### src/hdl/spvm_pkg.sv
package spvm_pkg;

	localparam int SAMPLE_W = 16;
	localparam int GAIN_W   = 16;
	localparam int SUM_W    = 40;
	localparam int PROD_W   = SAMPLE_W + GAIN_W + 1;

	// 1.0 in unsigned q1.15
	localparam logic [GAIN_W-1:0] ONE_Q15 = 16'h8000;

	// a run length well within the 256 full-scale products that the 40 bit sums hold without wrapping
	localparam int MAX_SOURCES = 16;

	typedef struct packed {
		logic signed [SAMPLE_W-1:0] sample_left;
		logic signed [SAMPLE_W-1:0] sample_right;
		logic                       stereo_src;
		logic        [GAIN_W-1:0]   volume;
		logic signed [SAMPLE_W-1:0] pan;
		logic                       source_active;
		logic                       last_source;
	} src_item_t;

	typedef struct packed {
		logic signed [SAMPLE_W-1:0] mix_left;
		logic signed [SAMPLE_W-1:0] mix_right;
	} mix_item_t;

	// controller to datapath
	typedef struct packed {
		logic load;
		logic gain;
		logic accum;
		logic emit;
	} spvm_cmd_t;

	// datapath to controller
	typedef struct packed {
		logic last_s1;
		logic any_active;
		logic out_busy;
	} spvm_status_t;

endpackage

### src/hdl/spvm_datapath.sv
module spvm_datapath
	import spvm_pkg::*;
(
	input  logic         clk,
	input  logic         arst_n,
	input  src_item_t    src_data,
	input  spvm_cmd_t    cmd,
	output spvm_status_t status,
	output logic         mix_valid,
	input  logic         mix_stall,
	output mix_item_t    mix_data
);

	src_item_t                 item_q;
	logic        [GAIN_W-1:0]  gain_l_s1;
	logic        [GAIN_W-1:0]  gain_r_s1;
	logic signed [SAMPLE_W-1:0] samp_l_s1;
	logic signed [SAMPLE_W-1:0] samp_r_s1;
	logic                      active_s1;
	logic                      last_s1;
	logic        [SUM_W-1:0]   left_sum_q;
	logic        [SUM_W-1:0]   right_sum_q;
	logic                      any_active_q;
	logic                      mix_valid_q;
	mix_item_t                 mix_q;

	logic        [GAIN_W-1:0]  fac_l;
	logic        [GAIN_W-1:0]  fac_r;
	logic        [2*GAIN_W-1:0] vol_fl;
	logic        [2*GAIN_W-1:0] vol_fr;
	logic signed [PROD_W-1:0]  prod_l;
	logic signed [PROD_W-1:0]  prod_r;

	// round half up, arithmetic shift back to q0, saturate to 16 bits
	function automatic logic [SAMPLE_W-1:0] scale_out(input logic [SUM_W-1:0] s);
		logic signed [SUM_W:0]    rnd;
		logic signed [SUM_W-15:0] shf;
		logic [SAMPLE_W-1:0]      res;
		rnd = $signed({s[SUM_W-1], s}) + $signed((SUM_W+1)'(16384));
		shf = rnd[SUM_W:15];
		if (shf > $signed((SUM_W-14)'(32767)))       res = 16'h7fff;
		else if (shf < -$signed((SUM_W-14)'(32768))) res = 16'h8000;
		else                                          res = shf[SAMPLE_W-1:0];
		return res;
	endfunction

	// pan factors: positive pan trims the left, negative pan trims the right
	always_comb begin
		fac_l = ONE_Q15;
		fac_r = ONE_Q15;
		if (!item_q.pan[SAMPLE_W-1] && (item_q.pan != '0)) fac_l = ONE_Q15 - item_q.pan;
		else if (item_q.pan[SAMPLE_W-1])                   fac_r = ONE_Q15 + item_q.pan;
	end

	assign vol_fl = {{GAIN_W{1'b0}}, item_q.volume} * {{GAIN_W{1'b0}}, fac_l};
	assign vol_fr = {{GAIN_W{1'b0}}, item_q.volume} * {{GAIN_W{1'b0}}, fac_r};

	// sample times gain, gain taken as non-negative
	assign prod_l = PROD_W'(samp_l_s1) * PROD_W'($signed({1'b0, gain_l_s1}));
	assign prod_r = PROD_W'(samp_r_s1) * PROD_W'($signed({1'b0, gain_r_s1}));

	// input capture
	always_ff @(posedge clk) begin
		if (cmd.load) item_q <= src_data;
	end

	// gain stage, mono source routed to both sides
	always_ff @(posedge clk or negedge arst_n) begin
		if (!arst_n) begin
			active_s1 <= 1'b0;
			last_s1   <= 1'b0;
		end else if (cmd.gain) begin
			active_s1 <= item_q.source_active;
			last_s1   <= item_q.last_source;
		end
	end

	always_ff @(posedge clk) begin
		if (cmd.gain) begin
			gain_l_s1 <= vol_fl[30:15];
			gain_r_s1 <= vol_fr[30:15];
			samp_l_s1 <= item_q.sample_left;
			samp_r_s1 <= item_q.stereo_src ? item_q.sample_right : item_q.sample_left;
		end
	end

	// accumulate, cleared when the run is closed
	always_ff @(posedge clk or negedge arst_n) begin
		if (!arst_n) begin
			left_sum_q   <= '0;
			right_sum_q  <= '0;
			any_active_q <= 1'b0;
		end else if (cmd.emit) begin
			left_sum_q   <= '0;
			right_sum_q  <= '0;
			any_active_q <= 1'b0;
		end else if (cmd.accum && active_s1) begin
			left_sum_q   <= left_sum_q + SUM_W'(prod_l);
			right_sum_q  <= right_sum_q + SUM_W'(prod_r);
			any_active_q <= 1'b1;
		end
	end

	// output register
	always_ff @(posedge clk or negedge arst_n) begin
		if (!arst_n) begin
			mix_valid_q <= 1'b0;
		end else if (cmd.emit && any_active_q) begin
			mix_valid_q <= 1'b1;
		end else if (!mix_stall) begin
			mix_valid_q <= 1'b0;
		end
	end

	always_ff @(posedge clk) begin
		if (cmd.emit && any_active_q) begin
			mix_q.mix_left  <= scale_out(left_sum_q);
			mix_q.mix_right <= scale_out(right_sum_q);
		end
	end

	assign mix_valid = mix_valid_q;
	assign mix_data  = mix_q;

	assign status.last_s1    = last_s1;
	assign status.any_active = any_active_q;
	assign status.out_busy   = mix_valid_q && mix_stall;

endmodule

### config.mk
export PLATFORM = sky130hd
export DESIGN_NAME = spvm_datapath
export DESIGN_NICKNAME = d
export VERILOG_FILES = /design/src/hdl/spvm_pkg.sv /design/src/hdl/spvm_datapath.sv
export SDC_FILE = /design/constraint.sdc
export NUM_CORES = 2
export LEC_CHECK = 0
export BUFFER_PORTS_ARGS = -buffer_cell sky130_fd_sc_hd__buf_2
export CAP_MARGIN = 20
export CORE_ASPECT_RATIO = 0.7
export CORE_MARGIN = 4
export CORE_UTILIZATION = 35
export DETAILED_ROUTE_END_ITERATION = 7
export GPL_ROUTABILITY_DRIVEN = 0
export PLACE_DENSITY = 0.59
export SYNTH_ARGS = -nofsm -noshare
export SYNTH_HDL_FRONTEND = slang
export SYNTH_SLANG_ARGS = --single-unit
### constraint.sdc
create_clock -name clk -period 17.7 [get_ports clk]
set_input_delay 0.885 -clock clk [delete_from_list [all_inputs] [get_ports clk]]
set_output_delay 0.885 -clock clk [all_outputs]
set_load 0.01 [all_outputs]
-- Word-level counts from Yosys, hierarchy flattened
Index checks and enable logic that the tools add are counted.
- bits of input ports: 74
- output and inout bits: 36
- flip-flop bits (word level): 247
- logic and storage cells: 55
- bits in read-only memories: 0
- memories: 0
- bits in writable memories: 0
- bits in latches: 0
- equal/unequal tests: 1
- reduce and logical (&&, ||, !) cells: 7
- multipliers: 4
- $add $sub $neg: 6
- bitwise logic cells: 0
- div/mod/pow operators: 0
- multiplexer cells: 14
- shift-type cells: 0
- $lt $le $gt $ge: 4
- operator list (kind ; number):
    $mux 40 ; 4
    $mux 16 ; 6
    $add 40x16->41 const B ; 2
    $add 40x40->40 ; 2
    $mul 16x17->33 ; 2
    $mul 16x16->31 ; 2
    $gt 26x16->1 const B ; 2
    $lt 26x16->1 const B ; 2
    $add 16x16->16 const A ; 1
    $reduce_bool 16->1 ; 1
    $sub 16x16->16 const A ; 1
    $logic_and 1x1->1 ; 4
    $mux 1 ; 4
    $ne 2x1->1 const B ; 1
    $reduce_bool 2->1 ; 1
    $logic_not 1->1 ; 1

-- Longest topological paths before layout
- depth in word-level cells: 4
- depth in mapped cells: 36
- mapped depth without buffers: 34

-- Worst setup path after synthesis
No wires, ideal clock.
- kind: reg2reg
- start point: reg samp_r_s1[4]
- end point: reg right_sum_q[39]
- setup time: 125 ps
- data required time: 17575 ps
- cell stages (with the launch flop): 29
- data arrival time: 7890 ps
- clock period less this slack: 8015 ps
- path slack: 9685 ps
- path buffers: 1
- path through: edfxtp_1 > clkbuf_1 > and2_1 > fa_1 > inv_1 > fa_1 > fa_1 > inv_1 > fa_1 > fa_1 > inv_1 > fa_1 > inv_1 > ha_1 > nand3_1 > nor2_1 > a31oi_1 > o31a_2 > o211ai_1 > a2111oi_0 > nor3b_1 > ha_1 > a21o_1 > a21o_1 > a21oi_1 > a211oi_1 > or3_1 > mux2i_1 > mux2_2
- cells in the longest elaborated chain, start to end: 4
- RTL lines (item ; RTL line ; text):
    start: declaration ; spvm_datapath.sv:18 ; logic signed [SAMPLE_W-1:0] samp_r_s1;
    start signal: assignment ; spvm_datapath.sv:83 ; samp_r_s1 <= item_q.stereo_src ? item_q.sample_right : item_q.sample_left;
    $mul 16x17->33 ; spvm_datapath.sv:60 ; assign prod_r = PROD_W'(samp_r_s1) * PROD_W'($signed({1'b0, gain_r_s1}));
    $add 40x40->40 ; spvm_datapath.sv:99 ; right_sum_q <= right_sum_q + SUM_W'(prod_r);
    $mux 40 ; spvm_datapath.sv:97 ; end else if (cmd.accum && active_s1) begin
    $mux 40 ; spvm_datapath.sv:93 ; end else if (cmd.emit) begin
    end signal: assignment ; spvm_datapath.sv:99 ;
    end: declaration ; spvm_datapath.sv:22 ; logic [SUM_W-1:0] right_sum_q;
No other way between the ends. The select of a mux whose other input is x is not followed.
A chain may end at the register's enable or synchronous reset.

-- Worst setup path after layout
- start point: reg samp_l_s1[7]
- end point: reg left_sum_q[39]
- cells in the longest elaborated chain, start to end: 4
- RTL lines (item ; RTL line ; text):
    start: declaration ; spvm_datapath.sv:17 ; logic signed [SAMPLE_W-1:0] samp_l_s1;
    start signal: assignment ; spvm_datapath.sv:82 ; samp_l_s1 <= item_q.sample_left;
    $mul 16x17->33 ; spvm_datapath.sv:59 ; assign prod_l = PROD_W'(samp_l_s1) * PROD_W'($signed({1'b0, gain_l_s1}));
    $add 40x40->40 ; spvm_datapath.sv:98 ; left_sum_q <= left_sum_q + SUM_W'(prod_l);
    $mux 40 ; spvm_datapath.sv:97 ;
    $mux 40 ; spvm_datapath.sv:93 ;
    end signal: assignment ; spvm_datapath.sv:98 ;
    end: declaration ; spvm_datapath.sv:21 ; logic [SUM_W-1:0] left_sum_q;
No other way between the ends. The select of a mux whose other input is x is not followed.

==> impl_metrics.env <==
export IMPL_outcome="finished, final reports clean"
export IMPL_synth_mux_area_share_pct=0.519
export IMPL_cts_hold_buffers=0
export IMPL_synth_xor_area_share_pct=3.43
export IMPL_clock_latency_ns=0.61
export IMPL_reg2reg_depth=33
export IMPL_routed_via_count=35100
export IMPL_synth_area_leaders="fa_1 33%, ha_1 14%, edfxtp_1 10%, inv_1 8.1%, nand2_1 6.3%"
export IMPL_track_usage_pct=17.8
export IMPL_wire_per_inst_um=17.6
export IMPL_grt_max_degree=81
export IMPL_max_freq_ghz=0.110
export IMPL_worstPathRequired_ns=18.22
export IMPL_hp_class="input pin to async pin"
export IMPL_cts_resized=0
export IMPL_cp_startpoint="samp_l_s1[7]$_DFFE_PP_"
export IMPL_chipHeight_um=315
export IMPL_skew_ns=0.0242
export IMPL_yosysMostFrequentCell="inv_1"
export IMPL_dpl_cell_count=6953
export IMPL_startpoint_type="register"
export IMPL_postCtsSetupBuffers=0
export IMPL_dieWidth_um=447
export IMPL_tightest_slew_ns=1.06
export IMPL_setup_viol=0
export IMPL_rr_startpoint="samp_l_s1[7]$_DFFE_PP_"
export IMPL_synth_simple_gate_area_share_pct=16.7
export IMPL_grt_pass1_wl_um=200000
export IMPL_crit_arrival_ns=9.64
export IMPL_viasPerCell=5.00
export IMPL_clock_sinks=247
export IMPL_tns_ns=0
export IMPL_cts_path_max_buffers=3
export IMPL_cts_tree="yes"
export IMPL_finalInstanceArea_um2=50800
export IMPL_route_detailed_drc=0
export IMPL_dieArea_um2=141000
export IMPL_yosysTopAreaCell="fa_1"
export IMPL_grt_pass1_vias=35800
export IMPL_multi_input_area_um2=35600
export IMPL_num_rows=112
export IMPL_cts_root_buf="clkbuf_16"
export IMPL_synth_seq_area_share_pct=14.8
export IMPL_dpl_cell_area_um2=49600
export IMPL_antenna_found_initial=11
export IMPL_endpoint_kind="register"
export IMPL_cap_viol_max_count=0
export IMPL_path_max_fanout=16
export IMPL_start_util_pct=35.3
export IMPL_drive_above_1_share_pct=5.30
export IMPL_min_period_ns=9.12
export IMPL_synth_compound_area_share_pct=8.14
export IMPL_synth_top_family_by_area="adder cells"
export IMPL_synthFlopType="edfxtp_1"
export IMPL_ant_nets=0
export IMPL_slowest_stage="edfxtp_1"
export IMPL_final_cells=7021
export IMPL_critPathKind="register to register"
export IMPL_path_clk_slew_ns=0.06
export IMPL_gr_total_overflow=0
export IMPL_drt_pass1_iter_count=5
export IMPL_netlist_area_leader_share_pct=32.8
export IMPL_cts_inserted_buffers=34
export IMPL_utilization_pct=38.0
export IMPL_seq_area_um2=7000
export IMPL_max_stage_delay_ns=0.80
export IMPL_area_growth_pct=7.52
export IMPL_drt_total_wl_um=124000
export IMPL_critPathMostFrequentCell="fa_1"
export IMPL_htree_levels=2
export IMPL_port_buffer_count=109
export IMPL_synthAdderAreaFrac_pct=46.7
export IMPL_synth_async_reset_ratio_pct=34.0
export IMPL_coreArea_um2=134000
export IMPL_synth_fp_nets=6604
export IMPL_fillCellCount=13500
export IMPL_yosys_warnings=0
export IMPL_fin_crit_sh_pct=51.5
export IMPL_hpwl_um=95600
export IMPL_slew_headroom_pct=29.1
export IMPL_ys_seq_elements=247
export IMPL_synth_edff_count=163
export IMPL_hold_viol_final=0
export IMPL_finalMaxSlewViolations=0
export IMPL_synth_common_cells="1018 x inv_1, 790 x nand2_1, 774 x fa_1"
export IMPL_synthCells=5233
export IMPL_ys_types=87
export IMPL_syn_area_um2=47200
export IMPL_io_pins=110
export IMPL_final_nets=6595
export IMPL_drtIter0Drc=2527
export IMPL_rsz0062_at_grt="no"
export IMPL_synth_avg_cell_area_um2=9.03
==> sequential cells by signal, indices dropped and copies added (netlist names) <==
name	cells
right_sum_q	40
mix_data	32
last_s1	1
active_s1	1
item_q	67
any_active_q	1
samp_r_s1	16
left_sum_q	40
gain_l_s1	16
samp_l_s1	16
gain_r_s1	16
mix_valid	1
==> metal layers <==
metal | track usage (%) | part of all wire (%)
met5 | 0 | 0.011
met4 | 3.89 | 2.2
met3 | 4.45 | 9.0
met2 | 25.2 | 40
met1 | 27.3 | 48
==> area by class of cell <==
class                   count  area share [%]
repair buffers            159            1.83
well taps                1767            4.35
diodes                      4          0.0197
multi-input cells        3761            70.2
clock inverters            24           0.581
flip-flops and latches    247            13.8
inverters                1021            7.55
clock buffers              38            1.72
==> per-stage QoR <==
stage / hold slack [ns] / worst slack [ns]
2_1_floorplan: 0.422 / 9.69
3_3_place_gp: 0.427 / 8.51
3_5_place_dp: 0.433 / 8.50
4_1_cts: 0.216 / 8.48
5_1_grt: 0.240 / 8.05
6_report: 0.235 / 8.58
==> placed cells by master, fill, tap and decap left out, types with 9 or more instances in the layout <==
cell,synthesis,final
a211oi_1,25,25
a21o_1,77,77
a21oi_1,207,207
a221oi_1,9,9
a31oi_1,28,28
and2_1,328,327
and3_1,104,104
buf_2,5,107
buf_4,2,51
clkbuf_16,0,34
dfrtp_1,84,84
edfxtp_1,163,163
fa_1,774,774
ha_1,523,523
inv_1,1018,1018
mux2_2,20,20
nand2_1,790,789
nand2b_1,31,31
nand3_1,62,62
nand4_1,24,24
nor2_1,166,166
nor2b_1,21,21
nor3_1,50,50
o211ai_1,15,15
o21a_1,29,29
o21ai_0,119,119
o21bai_1,22,22
or3_1,18,18
xnor2_1,124,124
xor2_1,61,61
==> worst paths after layout <==
kind / slack, ns / end
max: 8.58 / left_sum_q[39]$_DFFE_PN0P_
min in group clk: 0.44 / samp_l_s1[14]$_DFFE_PP_
max reg2reg: 8.58 / left_sum_q[39]$_DFFE_PN0P_
min reg2reg: 0.44 / samp_l_s1[14]$_DFFE_PP_
max in group asynchronous: 16.23 / left_sum_q[11]$_DFFE_PN0P_
min: 0.24 / any_active_q$_DFFE_PN0P_
==> cells by family after synthesis <==
family                     count (synthesis)
AOI/OAI and AO/OA                        605
xor gates and xnor gates                 185
adders and majority gates               1297
buffers and inverters                   1225
DFF                                      247
muxes                                     22
and+or+nand+nor                         1652
==> worst max-delay path, delay by kind of cell (launching register included) <==
| kind | cells | cell delay, ns |
|---|---|---|
| compound gates | 15 | 3.05 |
| xor+xnor | 2 | 0.34 |
| fa+ha+maj | 8 | 3.79 |
| buf+inv | 5 | 0.27 |
| flops | 1 | 0.80 |
| simple gates | 3 | 0.78 |
Power is not shown: default switching activity piles up to over one toggle a cycle in this logic, so the estimate is an artifact.
