===== config.mk =====
export PLATFORM = sky130hd
export DESIGN_NAME = spvm_ctrl
export DESIGN_NICKNAME = d
export VERILOG_FILES = /design/src/hdl/spvm_pkg.sv /design/src/hdl/spvm_ctrl.sv
export SDC_FILE = /design/constraint.sdc
export NUM_CORES = 1
export LEC_CHECK = 0
export CAP_MARGIN = 25
export CORE_AREA = 4 4 41 43
export DETAILED_ROUTE_END_ITERATION = 10
export DIE_AREA = 0 0 45 47
export DONT_BUFFER_PORTS = 1
export GPL_ROUTABILITY_DRIVEN = 0
export PLACE_DENSITY_LB_ADDON = 0.1
export SKIP_CTS_REPAIR_TIMING = 1
export SYNTH_ARGS = -nofsm -noshare
export SYNTH_HDL_FRONTEND = slang
export SYNTH_SLANG_ARGS = --single-unit
export TNS_END_PERCENT = 50

===== constraint.sdc =====
create_clock -name clk -period 2 [get_ports clk]
set_input_delay 0.2 -clock clk [delete_from_list [all_inputs] [get_ports clk]]
set_output_delay 0.2 -clock clk [all_outputs]
set_load 0.02 [all_outputs]

===== src/hdl/spvm_pkg.sv =====
package spvm_pkg;

	localparam int SAMPLE_W = 16;
	localparam int GAIN_W   = 16;
	localparam int SUM_W    = 40;
	localparam int PROD_W   = SAMPLE_W + GAIN_W + 1;

	// 1.0 in unsigned q1.15
	localparam logic [GAIN_W-1:0] ONE_Q15 = 16'h8000;

	// a run length well within the 256 full-scale products that the 40 bit sums hold without wrapping
	localparam int MAX_SOURCES = 16;

	typedef struct packed {
		logic signed [SAMPLE_W-1:0] sample_left;
		logic signed [SAMPLE_W-1:0] sample_right;
		logic                       stereo_src;
		logic        [GAIN_W-1:0]   volume;
		logic signed [SAMPLE_W-1:0] pan;
		logic                       source_active;
		logic                       last_source;
	} src_item_t;

	typedef struct packed {
		logic signed [SAMPLE_W-1:0] mix_left;
		logic signed [SAMPLE_W-1:0] mix_right;
	} mix_item_t;

	// controller to datapath
	typedef struct packed {
		logic load;
		logic gain;
		logic accum;
		logic emit;
	} spvm_cmd_t;

	// datapath to controller
	typedef struct packed {
		logic last_s1;
		logic any_active;
		logic out_busy;
	} spvm_status_t;

endpackage


===== src/hdl/spvm_ctrl.sv =====
module spvm_ctrl
	import spvm_pkg::*;
(
	input  logic         clk,
	input  logic         arst_n,
	input  logic         src_valid,
	output logic         src_stall,
	input  spvm_status_t status,
	output spvm_cmd_t    cmd
);

	localparam logic [1:0] ST_IDLE = 2'd0;
	localparam logic [1:0] ST_GAIN = 2'd1;
	localparam logic [1:0] ST_ACC  = 2'd2;
	localparam logic [1:0] ST_EMIT = 2'd3;

	logic [1:0] state_q;
	logic [1:0] state_d;
	logic       accept;
	logic       emit_go;

	// a new beat may enter while idle or while a non-final item accumulates
	assign src_stall = !((state_q == ST_IDLE) || ((state_q == ST_ACC) && !status.last_s1));
	assign accept    = src_valid && !src_stall;

	// emit waits only when there is a mix to hand over and the output is held
	assign emit_go = (state_q == ST_EMIT) && !(status.any_active && status.out_busy);

	assign cmd.load  = accept;
	assign cmd.gain  = (state_q == ST_GAIN);
	assign cmd.accum = (state_q == ST_ACC);
	assign cmd.emit  = emit_go;

	// next state
	always_comb begin
		state_d = state_q;
		case (state_q)
			ST_IDLE: begin
				if (accept) state_d = ST_GAIN;
			end
			ST_GAIN: begin
				state_d = ST_ACC;
			end
			ST_ACC: begin
				if (status.last_s1) state_d = ST_EMIT;
				else if (accept)    state_d = ST_GAIN;
				else                state_d = ST_IDLE;
			end
			ST_EMIT: begin
				if (emit_go) state_d = ST_IDLE;
			end
			default: begin
				state_d = ST_IDLE;
			end
		endcase
	end

	always_ff @(posedge clk or negedge arst_n) begin
		if (!arst_n) state_q <= ST_IDLE;
		else         state_q <= state_d;
	end

endmodule


======== Yosys cells after proc, flatten, opt, wreduce, memory -nomap -nowiden ========
Cells that the tools add are included.
word-level totals
  output and inout bits ................... 5
  logic and storage cells ................. 21
  input port bits ......................... 6
  flip-flop bits (word level) ............. 2
operators by class
  equal/unequal tests ..................... 5
  reductions and logical operators ........ 10
  multiplexer cells ....................... 5
operators by type and width
  cell                                                 number
  case mux 2 bit (4 select lines)                      1
  2-to-1 mux 2 bit                                     3
  equality test 2 bit, second input constant           2
  logical AND 1 bit                                    4
  != test 2 bit, second input constant                 2
  logical NOT 1 bit                                    3
  equality test 2 x 1 -> 1 bit, second input constant  1
  logical NOT 2 bit                                    1
  AND reduction 2 bit                                  1
  logical OR 1 bit                                     1
  2-to-1 mux 1 bit                                     1

======== Depth between registers and ports, before layout ========
Gate-level depths: netlist (run 1).
  word-level depth ........................ 7
  gate-level depth with buffers ........... 3
  gate-level depth less buffers ........... 2

======== Worst setup path before layout (run 1) ========
No wires, ideal clock.
  path kind ............................... register to output
  start ................................... register state_q[1]
  end ..................................... output port cmd[3] in the netlist's numbering
  required time ........................... 1.800 ns
  buffers on the path ..................... 1
  setup slack ............................. 0.983 ns
  cell stages (with the launch flop) ...... 4
  arrival time ............................ 0.817 ns
  path through ............................ dfrtp_1 > a21oi_2 > and2_1 > buf_4
between the ends
  cells in the longest elaborated chain, start to end .. 4
  elaborated cells between the ends (all ways) .. 5
  classes of those cells .................. 1 x eq/ne; 4 x reduce/logical
RTL lines
  item                      line             source
  start: declaration        spvm_ctrl.sv:17  logic [1:0] state_q;
  start signal: assignment  spvm_ctrl.sv:60  else state_q <= state_d;
  equality test 2 bit       spvm_ctrl.sv:23  assign src_stall = !((state_q == ST_IDLE) || ((state_q == ST_ACC) && !status.last_s1));
  logical AND 1 bit         spvm_ctrl.sv:23
  logical OR 1 bit (*)      spvm_ctrl.sv:23
  logical AND 1 bit (*)     spvm_ctrl.sv:24  assign accept = src_valid && !src_stall;
  end: declaration          spvm_ctrl.sv:9   output spvm_cmd_t cmd
Mark *: on every way between the ends. The rest lies on a longest branch, timed or not.

==> results of run 1 <==
[synthesized netlist by cell type, drive strengths merged]
| library cell | n |
|---|---|
| nor2b | 1 |
| nand2 | 1 |
| and2 | 1 |
| inv | 1 |
| dfrtp | 2 |
| and2b | 1 |
| o21ai | 1 |
| a21oi | 2 |
| nand4 | 1 |
| and3 | 1 |
| buf | 2 |
| a31oi | 1 |
[worst register-to-register path, delay by kind of cell (launching register included)]
kind / cells / cell delay (ns)
compound gates: 2 / 0.25
flops: 1 / 0.43
[path summary, 6_finish.rpt]
check,depth (start not counted),endpoint,slack [ns],from
setup reg to reg,2,state_q[1]$_DFFE_PN0P_,1.18,state_q[1]$_DFFE_PN0P_
setup / recovery,2,cmd[3],0.69,state_q[1]$_DFFE_PN0P_
max in group asynchronous,1,state_q[0]$_DFFE_PN0P_,1.67,arst_n
hold / removal,2,state_q[0]$_DFFE_PN0P_,0.16,status[1]
hold reg to reg,1,state_q[0]$_DFFE_PN0P_,0.59,state_q[0]$_DFFE_PN0P_
min in group asynchronous,1,state_q[1]$_DFFE_PN0P_,0.21,arst_n
[kinds of logic (layout without fill, tap and decap cells)]
| family | Yosys count | after routing | synth area share [%] |
|---|---|---|---|
| AO/OA/AOI/OAI | 4 | 4 | 18.86 |
| buffers and inverters | 3 | 5 | 14.14 |
| flip-flops | 2 | 2 | 37.74 |
| AND/OR/NAND/NOR | 6 | 6 | 29.25 |
[area by class of cell]
cell class | instances | area [um^2]
Timing Repair Buffer | 1 | 10.01
Tap cell | 15 | 18.77
Clock buffer | 3 | 22.52
Sequential cell | 2 | 50.05
Inverter | 1 | 3.754
Multi-Input combinational cell | 10 | 63.81
Fill cell | 156 | 1132
[through the flow]
step / utilization, % / setup WS [ns] / instance area (um^2)
finish: 12.98 / 0.6928 / 168.9
global route: 12.98 / 0.6347 / 168.9
CTS: 12.21 / 0.6504 / 158.9
detailed placement: 10.48 / 0.8950 / 136.4
global placement: 10.48 / 0.9101 / 136.4
floorplan: - / 0.9829 / 132.6
[metal layers]
layer  up-vias  part of all wire, %
met5         -                    0
met4         0                    0
met3         0                   10
met2         5                   56
met1        48                   33
li1         54                    -
[power groups by stage]
stage          clock network (uW)  logic (uW)  registers [uW]
6_report                     88.7         117            91.5
5_1_grt                      97.6         126            96.6
4_1_cts                      96.9         119            93.4
3_5_place_dp                    0         119            94.1
3_3_place_gp                    0         119            93.1
2_1_floorplan                   0         121            84.5
==> impl_metrics.py, run 1 <==
metrics = {
    "power": {
        "power_uw": 297.5,
        "power.switching_uw": 135.6,
        "p_comb_share_pct": 39.4,
        "clockPowerShare_pct": 29.8,
        "sw_frac_of_total_pct": 45.58,
        "power.internal_uw": 161.9,
        "ir_drop_v": 0.0003833,
        "pwr-share-seq_pct": 30.8,
        "powerDensity_mw_per_mm2": 1761,
        "leakage_uw": 0.00007130,
    },
    "logic_synthesis": {
        "netlist_area_um2": 132.6,
        "synth_area_leader_cell": "dfrtp_1",
        "synthTopCellsByArea": "dfrtp_1 (38%), buf_4 (11%), a21oi_2 (6.6%)",
        "syn_avg_cell_area_um2": 8.842,
        "synth_nets": 21,
        "yosysWarningCount": 0,
        "syn_inst": 15,
        "ys_types": 13,
        "ys_seq_area_share_pct": 37.74,
        "synth_seq_cells": 2,
        "synth.top_cell.area_share_pct": 37.74,
    },
    "timing": {
        "layout_min_cycle_time_ns": 1.307,
        "worst_slew_margin_rel_pct": 73.04,
        "hold_viol_final": 0,
        "report.final.slew_viol_count": 0,
        "final-setup-viol-count": 0,
        "clock.fmax_mhz": 765.0,
        "worstMarginPinSlew_ns": 0.4035,
        "rsz0062_at_grt": "no",
        "finalClockSkew_ns": 0.00005242,
        "setup_tns_ns": 0,
        "period_share_pct": 65.36,
        "whs_ns": 0.1583,
    },
    "floorplan": {
        "dieArea_mm2": 0.002115,
        "coreArea_mm2": 0.001301,
        "die_y_um": 47,
        "start_util_pct": 10.19,
        "rows": 13,
        "fp.dieW_um": 45,
        "io_pins": 11,
    },
    "setup_path": {
        "cpMaxStageDelayCell": "dfrtp_1",
        "worstPathArrival_ns": 1.11,
        "crit_chain": "a21oi_2 > and2_1",
        "critPathTopFamily": "flip-flops",
        "crit_path_max_incr_delay_ns": 0.43,
        "path_buf_inv": 0,
        "crit_fanout": 7,
        "path_class": "reg2out",
        "required_ns": 1.80,
        "cp-start-kind": "flip-flop",
        "crit_path_end_kind": "output pin",
    },
    "global_route": {
        "use_met1_pct": 2.500,
        "antenna_found_initial": 0,
        "track_usage_pct": 3.791,
        "busiest_layer": "met4",
        "use_met3_pct": 1.916,
        "grt_max_degree": 8,
        "grt_pass1_wl_um": 469,
        "met2_usage_pct": 5.650,
        "grt_pass1_vias": 127,
        "grt_overflow": 0,
    },
    "clock_tree": {
        "clkLatencyLatePin_ns": 0.22,
        "cts_sinks": 2,
        "cts_root_buf": "clkbuf_4",
        "clk_pin_slew_worst_paths_ns": 0.03,
        "cts_tree": "built",
        "h-tree-depth": 1,
        "cts_buffers": 3,
        "clockBufferDepth": 2,
    },
    "place": {
        "post-place-cells": 28,
        "io_buffers": 0,
    },
    "finish": {
        "fin_nets": 25,
        "largest_reg_flops": 2,
        "fin_cells": 32,
        "n_antenna_cell": 0,
        "final_common_cell": "clkbuf_4",
        "largest-register": "state_q",
        "reg_top3": "state_q x2",
        "drive_above_1_share_pct": 35.29,
        "syn_to_final_growth_pct": 27.36,
        "final_cell_mix": "clkbuf_4 (3), dfrtp_1 (2)",
    },
    "route": {
        "drt_iter0_drc": 0,
        "drc": 0,
        "wl_um": 368,
        "avgViaCountPerCell": 3.344,
        "route.vias.total": 107,
        "ant_nets": 0,
        "wire_per_inst_um": 11.50,
        "dr.pass1.iters": 1,
    },
    "hold_path": {
        "hold_path.class": "in2reg",
    },
    "run_status": {
        "status": "finished clean",
    },
    "flow_run": {
        "maxCapViolCount": 0,
    },
}
(Power assumes the default switching activity.)
==> run 2, diff against run 1 <==
- clock period: 2 -> 1.09 ns (I/O delays scaled with it)
==> run 2 against run 1 <==
Cell count grew 6.3%. Sequential share of layout area shrank 4.8 points. Total power grew 130%. Via count up 8.4%. The run now ends with setup timing left. Global-route usage rose by 0.40 points.
==> impl_metrics.py, run 2 (synthesis results as in run 1) <==
metrics = {
    "run_status": {
        "status": "finished, violations left",
        "violations": "setup timing",
    },
    "floorplan": {
        "fp.dieW_um": 45,
        "start_util_pct": 10.19,
        "dieArea_mm2": 0.002115,
        "coreArea_mm2": 0.001301,
        "io_pins": 11,
        "die_y_um": 47,
        "rows": 13,
    },
    "setup_path": {
        "crit_path_max_incr_delay_ns": 0.43,
        "crit_fanout": 4,
        "cpMaxStageDelayCell": "dfrtp_2",
        "crit_chain": "buf_6 > and2b_2",
        "cp-start-kind": "flip-flop",
        "crit_path_end_kind": "output pin",
        "required_ns": 0.98,
        "worstPathArrival_ns": 1.05,
        "critPathTopFamily": "flip-flops",
        "path_buf_inv": 1,
        "path_class": "reg2out",
    },
    "clock_tree": {
        "clk_pin_slew_worst_paths_ns": 0.03,
        "cts_root_buf": "clkbuf_4",
        "cts_tree": "built",
        "h-tree-depth": 1,
        "clkLatencyLatePin_ns": 0.22,
        "clockBufferDepth": 2,
        "cts_buffers": 3,
        "cts_sinks": 2,
    },
    "route": {
        "ant_nets": 0,
        "drt_iter0_drc": 0,
        "dr_wl_met3_um": 38,
        "avgViaCountPerCell": 3.412,
        "route.vias.total": 116,
        "dr.pass1.iters": 1,
        "wl_met1_um": 130,
        "met2_length_um": 195,
        "highest_layer": "met3",
        "wire_per_inst_um": 10.71,
        "wl_um": 364,
        "drc": 0,
    },
    "timing": {
        "worstMarginPinSlew_ns": 0.1681,
        "clock.fmax_mhz": 866.0,
        "worst_slew_margin_rel_pct": 88.79,
        "rsz0062_at_grt": "yes",
        "worst_slack_ns": -0.06468,
        "layout_min_cycle_time_ns": 1.155,
        "whs_ns": 0.05605,
        "final-setup-viol-count": 4,
        "finalClockSkew_ns": 0.0007480,
        "period_share_pct": 105.9,
        "report.final.slew_viol_count": 0,
        "hold_viol_final": 0,
    },
    "hold_path": {
        "hold_path.class": "in2reg",
    },
    "place": {
        "io_buffers": 0,
        "post-place-cells": 30,
        "dp_slack_ns": 0.1110,
        "hpwl_um": 296.9,
    },
    "power": {
        "leakage_uw": 0.00008848,
        "powerDensity_mw_per_mm2": 3290,
        "ir_drop_v": 0.0007119,
        "power_uw": 695.7,
    },
    "finish": {
        "fin_cells": 34,
        "largest-register": "state_q",
        "largest_reg_flops": 2,
        "n_antenna_cell": 0,
        "drive_above_1_share_pct": 68.42,
        "fin_nets": 27,
        "seq_area_um2": 52.55,
        "final_common_cell": "clkbuf_4",
        "fillCellCount": 154,
        "final_cell_mix": "clkbuf_4 (3), buf_6 (2), dfrtp_2 (2)",
        "syn_to_final_growth_pct": 59.43,
        "multi_input_area_um2": 81.33,
        "reg_top3": "state_q x2",
    },
    "global_route": {
        "grt_pass1_wl_um": 531,
        "grt_max_degree": 8,
        "antenna_found_initial": 0,
        "grt_pass1_vias": 134,
        "track_usage_pct": 4.190,
        "grt_overflow": 0,
    },
    "flow_run": {
        "maxCapViolCount": 0,
    },
}
[run 2: metal layers]
layer  global-route usage, %  up-vias
li1                        -       59
met2                   5.367        5
met3                   4.598        0
met4                   5.263        0
met5                       0        -
met1                   2.961       52
[run 2: final timing paths]
kind / startpoint / to / slack, ns / cells after the start
max: state_q[1]$_DFFE_PN0P_ / cmd[2] / -0.06 / 2
min: status[1] / state_q[0]$_DFFE_PN0P_ / 0.06 / 2
max reg2reg: state_q[1]$_DFFE_PN0P_ / state_q[0]$_DFFE_PN0P_ / 0.27 / 3
min reg2reg: state_q[1]$_DFFE_PN0P_ / state_q[1]$_DFFE_PN0P_ / 0.55 / 1
max in group asynchronous: arst_n / state_q[1]$_DFFE_PN0P_ / 0.84 / 1
min in group asynchronous: arst_n / state_q[0]$_DFFE_PN0P_ / 0.12 / 1
[run 2: stage by stage]
stage / utilization, % / area [um^2] / TNS, ns
after global placement: 11.63 / 151.4 / 0
after global routing: 16.25 / 211.5 / -0.3600
after detailed placement: 11.63 / 151.4 / 0
after CTS: 13.37 / 173.9 / -0.3582
after floorplan: - / 132.6 / 0
final: 16.25 / 211.5 / -0.1990
[run 2: cell type report]
class	count	area share [%]
repair buffers	3	15.38
inverters	1	1.775
clock buffers	3	10.65
multi-input cells	10	38.46
well taps	15	8.876
flip-flops and latches	2	24.85
[run 2: power by group]
part	switching (uW)	internal, uW	leakage (uW)
Sequential	71.3	116	0.0000218
Combinational	176	171	0.0000528
Clock	40.7	121	0.0000138
Total	288	408	0.0000885
==> run 3, diff against run 2 <==
--- a/config.mk
+++ b/config.mk
@@ -13,4 +13,5 @@
 export GPL_ROUTABILITY_DRIVEN = 0
 export PLACE_DENSITY_LB_ADDON = 0.1
+export RECOVER_POWER = 50
 export SKIP_CTS_REPAIR_TIMING = 1
 export SYNTH_ARGS = -nofsm -noshare
==> constraint.sdc (replaced) <==
create_clock -name clk -period 1.09 [get_ports clk]
set_input_delay 0 -clock clk [delete_from_list [all_inputs] [get_ports clk]]
set_output_delay 0 -clock clk [all_outputs]
set_load 0.02 [all_outputs]
==> run 3 against run 2 <==
The run now ends clean. Sequential share of layout area fell by 1.4 points. Register-to-register slack barely moved. Combinational power fell by 27%. Largest cell class unchanged.
==> impl_metrics.py, run 3 (synthesis results as in run 1) <==
metrics = {
    "power": {
        "pwr-share-seq_pct": 31.8,
        "ir_drop_v": 0.0005085,
        "p_comb_share_pct": 41.6,
        "sw_frac_of_total_pct": 44.69,
        "powerDensity_mw_per_mm2": 2718,
        "clockPowerShare_pct": 26.6,
        "power.internal_uw": 336.7,
        "leakage_uw": 0.00009012,
        "power.switching_uw": 272.1,
    },
    "finish": {
        "fin_area_um2": 224.0,
        "largest_reg_flops": 2,
        "final_common_cell": "dlygate4sd3_1",
        "final_cell_mix": "dlygate4sd3_1 (5), clkbuf_4 (3), dfrtp_2 (2)",
        "syn_to_final_growth_pct": 68.87,
        "fin_nets": 29,
        "reg_top3": "state_q x2",
        "fillCellCount": 157,
        "drive_above_1_share_pct": 47.62,
        "n_antenna_cell": 0,
        "largest-register": "state_q",
    },
    "clock_tree": {
        "cts_buffers": 3,
        "cts_tree": "built",
        "h-tree-depth": 1,
        "clk_pin_slew_worst_paths_ns": 0.03,
        "cts_root_buf": "clkbuf_4",
        "clkLatencyLatePin_ns": 0.22,
        "cts_sinks": 2,
        "clockBufferDepth": 2,
    },
    "timing": {
        "period_share_pct": 95.93,
        "finalClockSkew_ns": 0.0008715,
        "worst_slew_margin_rel_pct": 83.58,
        "whs_ns": 0.005559,
        "clock.fmax_mhz": 956.4,
        "worstMarginPinSlew_ns": 0.2452,
        "rsz0062_at_grt": "no",
        "layout_min_cycle_time_ns": 1.046,
        "final-setup-viol-count": 0,
        "setup_tns_ns": 0,
        "report.final.slew_viol_count": 0,
        "hold_viol_final": 0,
    },
    "floorplan": {
        "io_pins": 11,
        "coreArea_mm2": 0.001301,
        "dieArea_mm2": 0.002115,
        "die_y_um": 47,
        "fp.dieW_um": 45,
        "start_util_pct": 10.19,
        "rows": 13,
    },
    "setup_path": {
        "required_ns": 1.09,
        "path_class": "reg2out",
        "worstPathArrival_ns": 1.05,
        "crit_path_start": "state_q[1]$_DFFE_PN0P_",
        "crit_fanout": 7,
        "crit_path_end_kind": "output pin",
        "cp-start-kind": "flip-flop",
        "worstReg2RegStart": "state_q[1]$_DFFE_PN0P_",
        "r2r_end": "state_q[1]$_DFFE_PN0P_",
        "rr_worst_depth": 2,
        "rrSetupSlack_ns": 0.27,
    },
    "route": {
        "drc": 0,
        "dr.pass1.iters": 1,
        "route.vias.total": 128,
        "avgViaCountPerCell": 3.556,
        "ant_nets": 0,
        "wl_um": 409,
        "wire_per_inst_um": 11.36,
        "drt_iter0_drc": 0,
    },
    "global_route": {
        "grt_pass1_wl_um": 469,
        "met2_usage_pct": 5.650,
        "use_met3_pct": 1.916,
        "busiest_layer": "met4",
        "track_usage_pct": 3.791,
        "use_met1_pct": 2.500,
        "antenna_found_initial": 0,
        "grt_overflow": 0,
        "grt_pass1_vias": 127,
        "grt_max_degree": 8,
    },
    "run_status": {
        "status": "finished clean",
    },
    "place": {
        "io_buffers": 0,
        "placed_cell_area_um2": 136.4,
    },
    "hold_path": {
        "hold_path.class": "in2async",
    },
    "flow_run": {
        "maxCapViolCount": 0,
    },
}
[run 3: changes by cell type in the layout (fill, tap and decap cells not counted)]
cell           before  now
buf_6               2    0
dlygate4sd3_1       1    5
inv_1               0    1
inv_2               1    0
nor2b_2             0    1
nor2b_4             1    0
[run 3: worst max-delay path by stage]
stage	to	slack (ns)	cells after the start
after floorplan	cmd[3]	0.27	3
after global placement	cmd[3]	0.20	2
after detailed placement	cmd[3]	0.18	2
after CTS	cmd[3]	-0.06	2
after global routing	cmd[3]	0.006	2
final	cmd[3]	0.04	2
[run 3: final cells by class]
type / instances / area [um^2] / share of cell area (%)
clock buffers: 3 / 22.52 / 10.06
inverters: 1 / 3.754 / 1.676
multi-input cells: 10 / 76.32 / 34.08
flip-flops and latches: 2 / 52.55 / 23.46
well taps: 15 / 18.77 / 8.380
repair buffers: 5 / 50.05 / 22.35
[run 3: through the flow]
step | worst slack [ns] | total power, uW | utilization, % | std cells
after floorplan | 0.2729 | 377.9 | - | 15
after global placement | 0.2001 | 389.2 | 10.48 | 28
after detailed placement | 0.1850 | 391.5 | 10.48 | 28
after CTS | -0.05957 | 568.4 | 12.21 | 31
after global routing | 0.006337 | 651.7 | 17.21 | 36
final | 0.04436 | 608.7 | 17.21 | 36
[run 3: power groups by stage]
stage / Sequential, uW / Clock [uW] / Combinational (uW)
3_3_place_gp: 171 / 0 / 218
2_1_floorplan: 155 / 0 / 223
4_1_cts: 171 / 178 / 219
5_1_grt: 201 / 181 / 270
3_5_place_dp: 173 / 0 / 219
6_report: 194 / 162 / 253
[run 3: critical path: stages, from the launching register on]
cell and delay, ns:
dfrtp_2 0.45, a21oi_4 0.18, and2_4 0.20
[run 3: per-layer routing]
layer | part of all wire (%) | wire length [um] | vias to the layer above
met5 | 0 | 0 | -
met3 | 9.5 | 39 | 0
met4 | 0 | 0 | 0
met1 | 34 | 141 | 61
li1 | - | - | 62
met2 | 56 | 229 | 5
